[src/rtl/dirty_mask_delta_packer_macros.svh]
// ---------------------------------------------------------------------------
// Dirty-mask delta packer assertion macros
// Shared property shorthands, clocked on clk_i, disabled in reset.
// ---------------------------------------------------------------------------
`ifndef DIRTY_MASK_DELTA_PACKER_MACROS_SVH
`define DIRTY_MASK_DELTA_PACKER_MACROS_SVH

// Same-cycle implication.
`define DMDP_ASSERT_IMPL(lbl, ante, cons) \
  lbl: assert property (@(posedge clk_i) disable iff (!rst_ni) (ante) |-> (cons)) \
    else $error("dmdp assertion failed");

// Next-cycle implication.
`define DMDP_ASSERT_NEXT(lbl, ante, cons) \
  lbl: assert property (@(posedge clk_i) disable iff (!rst_ni) (ante) |=> (cons)) \
    else $error("dmdp assertion failed");

`endif

[src/rtl/dmdp_pkg.sv]
// ---------------------------------------------------------------------------
// Dirty-mask delta packer package
// Sizes, result kind codes, payload structs and control/status bundles.
// ---------------------------------------------------------------------------
package dmdp_pkg;

  localparam int GROUPS    = 5;
  localparam int SLOTS     = 32;
  localparam int WORD_W    = 32;
  localparam int GROUP_W   = 3;
  localparam int SLOT_W    = 5;
  localparam int CNT_W     = 6;
  localparam int CFG_IDX_W = 3;
  localparam int DEPTH     = GROUPS * SLOTS;
  localparam int ADDR_W    = $clog2(DEPTH);

  localparam logic [CNT_W-1:0] CFG_RESET = 6'd32;

  localparam logic OP_MARK = 1'b0;
  localparam logic OP_DUMP = 1'b1;

  localparam logic [1:0] KIND_MASK  = 2'd0;
  localparam logic [1:0] KIND_VALUE = 2'd1;
  localparam logic [1:0] KIND_NONE  = 2'd2;

  typedef struct packed {
    logic                op;
    logic [GROUP_W-1:0]  group;
    logic [SLOT_W-1:0]   slot;
    logic [WORD_W-1:0]   new_value;
  } in_item_t;

  typedef struct packed {
    logic [WORD_W-1:0] word;
    logic [1:0]        kind;
    logic              last;
  } out_item_t;

  // Controller -> datapath
  typedef struct packed {
    logic mark_we;
    logic dump_latch;
    logic head_emit;
    logic scan_adv;
    logic rd_issue;
    logic val_emit;
  } dmdp_cmd_t;

  // Datapath -> controller
  typedef struct packed {
    logic group_ok;
    logic slot_ok;
    logic op_dump;
    logic mask_zero;
    logic rem_zero;
    logic bit_hit;
    logic last;
    logic out_free;
  } dmdp_sts_t;

endpackage

[src/rtl/dmdp_ctrl.sv]
// ---------------------------------------------------------------------------
// Dirty-mask delta packer controller
// Accepts marks and dumps, sequences the head word, slot scan and value words.
// ---------------------------------------------------------------------------
`include "dirty_mask_delta_packer_macros.svh"

module dmdp_ctrl import dmdp_pkg::*; (
  input  logic      clk_i,
  input  logic      rst_ni,
  input  logic      in_valid_i,
  output logic      in_stall_o,
  input  dmdp_sts_t sts_i,
  output dmdp_cmd_t cmd_o
);

  localparam logic [1:0] ST_IDLE = 2'd0;
  localparam logic [1:0] ST_HEAD = 2'd1;
  localparam logic [1:0] ST_SCAN = 2'd2;
  localparam logic [1:0] ST_EMIT = 2'd3;

  logic [1:0] state_q, state_d;

  always_comb begin
    state_d = state_q;
    cmd_o   = '0;
    case (state_q)
      ST_IDLE: begin
        if (in_valid_i && sts_i.group_ok) begin
          if (sts_i.op_dump) begin
            cmd_o.dump_latch = 1'b1;
            state_d          = ST_HEAD;
          end else if (sts_i.slot_ok) begin
            cmd_o.mark_we = 1'b1;
          end
        end
      end
      ST_HEAD: begin
        if (sts_i.out_free) begin
          cmd_o.head_emit = 1'b1;
          state_d = (sts_i.mask_zero || sts_i.rem_zero) ? ST_IDLE : ST_SCAN;
        end
      end
      ST_SCAN: begin
        cmd_o.scan_adv = 1'b1;
        if (sts_i.bit_hit) begin
          cmd_o.rd_issue = 1'b1;
          state_d        = ST_EMIT;
        end
      end
      ST_EMIT: begin
        if (sts_i.out_free) begin
          cmd_o.val_emit = 1'b1;
          state_d        = sts_i.last ? ST_IDLE : ST_SCAN;
        end
      end
      default: begin
        state_d = ST_IDLE;
      end
    endcase
  end

  always_ff @(posedge clk_i or negedge rst_ni) begin
    if (!rst_ni) begin
      state_q <= ST_IDLE;
    end else begin
      state_q <= state_d;
    end
  end

  assign in_stall_o = (state_q != ST_IDLE);

  // value words only follow a memory read
  `DMDP_ASSERT_IMPL(a_emit_after_read, state_q == ST_EMIT,
                    $past(state_q) == ST_SCAN || $past(state_q) == ST_EMIT)
  // the head word is only reached from an accepted dump
  `DMDP_ASSERT_IMPL(a_head_after_idle, state_q == ST_HEAD,
                    $past(state_q) == ST_IDLE || $past(state_q) == ST_HEAD)

endmodule

[config.mk]
export PLATFORM = sky130hd
export DESIGN_NAME = dmdp_ctrl
export DESIGN_NICKNAME = d
export VERILOG_FILES = /design/src/rtl/dmdp_pkg.sv /design/src/rtl/dmdp_ctrl.sv
export VERILOG_INCLUDE_DIRS = /design/src /design/src/rtl
export SDC_FILE = /design/constraint.sdc
export NUM_CORES = 1
export LEC_CHECK = 0
export BUFFER_PORTS_ARGS = -buffer_cell sky130_fd_sc_hd__clkbuf_2
export CORE_AREA = 2 2 39 41
export CTS_BUF_LIST = sky130_fd_sc_hd__clkbuf_8
export DETAILED_ROUTE_END_ITERATION = 10
export DIE_AREA = 0 0 41 43
export HOLD_SLACK_MARGIN = 0.15
export PLACE_DENSITY_LB_ADDON = 0.25
export SLEW_MARGIN = 20
export SYNTH_ARGS = -nofsm -noshare
export SYNTH_HDL_FRONTEND = slang
export SYNTH_SLANG_ARGS = --single-unit
[constraint.sdc]
create_clock -name clk_i -period 3.5 [get_ports clk_i]
set_input_delay 0.875 -clock clk_i [delete_from_list [all_inputs] [get_ports clk_i]]
set_output_delay 0.875 -clock clk_i [all_outputs]
set_load 0.02 [all_outputs]
-- After elaboration in Yosys (flattened, before gate mapping)
Index checks and enable logic that the tools add are counted.
- register bits after elaboration: 2
- bits of input ports: 11
- output and inout port bits: 7
- logic and storage cells: 32
- equality and inequality tests: 8
- mux-type cells: 18
- reduce and logical (&&, ||, !) cells: 5
- operator list (cell ; number):
    2-bit two-way mux ; 10
    2-bit != test (second input constant) ; 5
    2-bit one-hot mux with 4 select lines ; 1
    1-bit two-way mux ; 7
    5-bit AND reduction ; 1
    2-bit == test (second input constant) ; 2
    2-bit by 1-bit == test with 1-bit output (second input constant) ; 1
    2-bit zero test ; 1
    2-bit nonzero test ; 1
    1-bit logical AND ; 1
    1-bit logical OR ; 1

-- Depth between registers and ports, before layout
- depth after elaboration: 4
- gate-level depth with buffers: 2

-- Worst setup path before layout
OpenSTA, ideal clock, no wires.
- path type: input to output
- start point: in in_valid_i
- end point: out cmd_o[4] in the netlist's numbering
- data arrival time: 1.425 ns
- data required time: 2.625 ns
- slack: 1.200 ns
- stages on the path: 2
- buffers on the path: 0
- path through: nand2_1 -> nor3_1
- RTL lines (item ; RTL line ; source):
    start: declaration ; dmdp_ctrl.sv:10 ; input logic in_valid_i,
    end: declaration ; dmdp_ctrl.sv:13 ; output dmdp_cmd_t cmd_o

==> impl_metrics.json <==
{
  "p_per_area_nw_per_um2": 802,
  "max-cap-violations": 0,
  "post_cts_buffers": 0,
  "status": "finished clean",
  "grt_pass1_wl_um": 807,
  "power_mw": 0.255,
  "clock_sinks": 2,
  "min_period_ps": 2320,
  "synth_top_area_share_pct": 29.2,
  "hold_viol": 0,
  "pre_cts_ws_ps": 1180,
  "syn_to_final_growth_pct": 85.4,
  "pin_count": 18,
  "drive_gt1_share_pct": 61.5,
  "ys_ff_latch": 2,
  "ys_top_cells_by_area": "dfrtp_1 29%, nor4_4 12%, and4bb_1 7.3%",
  "crit_buf_inv": 2,
  "gp_congestion": 0.585,
  "yosysSeqAreaShare_pct": 29.2,
  "worstHoldPathType": "in2async",
  "synth_most_common_cell": "nand2_1",
  "synth.distinct_cells": 15,
  "grt_util_met3_pct": 4.71,
  "max_freq_mhz": 432,
  "initial_core_util_pct": 12.4,
  "first_pass_iters": 2,
  "async_flop_share_pct": 100,
  "cts_root_buffer": "clkbuf_8",
  "cts_max_path_buffers": 2,
  "fp-row-count": 14,
  "top_usage_layer": "met1",
  "yosys_warnings": 0,
  "synth_flop_cell": "dfrtp_1",
  "largest_reg_flops": 2,
  "crit_cells": 3,
  "rsz0062_at_grt": "false",
  "irDropWorstVdd_uv": 293,
  "fin_crit_sh_pct": 66.2,
  "syn_area_sq_um": 171,
  "cp_common_cell": "clkbuf_2",
  "finalMaxSlewViolations": 0,
  "fin_cells": 55,
  "cp_max_fo": 3,
  "reg2reg_depth": 2,
  "synth.net_count": 30,
  "clock_latency_ps": 210,
  "syn_inst": 19,
  "drt_iter0_markers": 5,
  "routed_via_density": 3.78,
  "top_register": "state_q",
  "ctsResizeCount": 0,
  "grt_use_total_pct": 7.63,
  "die_area_sq_um": 1760,
  "slowest_stage": "nor4_4",
  "cts_tree": "built",
  "core_sq_um": 1380,
  "die_h_um": 43,
  "antenna_found_initial": 0,
  "met2_usage_pct": 8.13,
  "tritoncts.num_buffers": 3,
  "cp-end-kind": "output port",
  "slowest_delay_ps": 250,
  "port_buffers": 17,
  "worstPathCellList": "clkbuf_2 -> nor4_4 -> clkbuf_2",
  "grt_remaining_overflow": 0,
  "finalSetupViolCount": 0,
  "startpoint": "sts_i[5]",
  "synth_common_cells": "3 x nand2_1, 2 x dfrtp_1, 2 x inv_1",
  "arrival_ps": 1440,
  "relSlewSlack_pct": 86.3,
  "leakage_nw": 0.169,
  "top_regs": "state_q: 2 flops",
  "nets": 52,
  "ant_nets": 0,
  "fillCellCount": 156,
  "timing.rr.start": "state_q[0]",
  "synth_area_per_cell_sq_um": 9.02,
  "seq_area_sq_um": 50.0,
  "finalSetupTns_ps": 0,
  "grt_max_degree": 9,
  "antenna_cells": 0,
  "critical_path.top_delay_family": "buffers and inverters",
  "path_clk_slew_ps": 30,
  "cts-hold-fix-buffers": 0,
  "ctsHtreeMaxLevel": 1,
  "multi_input_area_sq_um": 114,
  "crit_path_start_kind": "primary input",
  "critPathKind": "in2out",
  "drc_errors": 0,
  "routed_wirelength_um": 492,
  "dp.cells": 52,
  "vias": 208,
  "yosysTopAreaCell": "dfrtp_1",
  "worst_slew_pin_slew_ps": 205,
  "die_w_um": 41,
  "grt_pass1_vias": 194,
  "use_met1_pct": 9.32,
  "skew_ps": 3.00,
  "synth_edf_count": 0,
  "fin_ws_ps": 1180,
  "wl_per_cell_um": 8.95,
  "dpl.hpwl_um": 401,
  "required_ps": 2620
}
==> cells by family after synthesis <==
kind of cell           after synthesis  synth area share (%)
AO/OA/AOI/OAI                        3                  13.1
AND/OR/NAND/NOR                     12                  53.3
buffers and inverters                2                  4.38
flip-flops                           2                  29.2
==> final cells by class <==
class	count	share of cell area [%]
inverters	2	2.36
clock buffers	3	13.0
repair buffers	17	26.8
well taps	16	6.30
multi-input cells	15	35.8
flip-flops and latches	2	15.7
==> metrics by stage <==
step           instance area [sq um]  utilization [%]  hold slack (ps)
2_1_floorplan                    171                -              579
3_3_place_gp                     277             20.0              650
3_5_place_dp                     277             20.0              652
4_1_cts                          318             23.0              438
5_1_grt                          318             23.0              438
6_report                         318             23.0              447
==> worst reg2reg max path, cell delays in order, from the launching register on <==
cell and delay (ps):
dfrtp_1 420, and4bb_1 210, o22a_2 210
==> layout by cell type (no fill, tap or decap) <==
cell type and n:
clkbuf_2 17, nand2_1 3, clkbuf_8 3, inv_1 2, dfrtp_1 2, nor2b_1 1, and2_1 1, or2_4 1
nor3_1 1, and3_2 1, nor2_1 1, nor4_4 1, nand4b_1 1, a21oi_1 1, a21boi_0 1, and4bb_1 1
o22a_2 1
==> worst paths after layout <==
| check | slack [ps] | endpoint |
|---|---|---|
| worst max-delay path | 1180 | cmd_o[5] |
| worst min-delay path | 450 | state_q[1] |
| worst max register to register | 2550 | state_q[1] |
| worst min register to register | 650 | state_q[1] |
| max in group asynchronous | 2950 | state_q[0] |
| min in group clk_i | 650 | state_q[1] |
==> power by group <==
part / internal, mW / switching (mW) / leakage [nW]
Clock: 0.0726 / 0.0169 / 0.0216
Combinational: 0.0494 / 0.0614 / 0.124
Sequential: 0.0353 / 0.0193 / 0.0234
==> layer usage <==
layer	share of wire, %	up-vias	wire (um)
met5	0	-	0
met4	0	0	0
met3	16	0	81
met2	35	18	172
met1	48	82	238
li1	-	108	-
No activity file was read; power rests on OpenSTA's default activity.
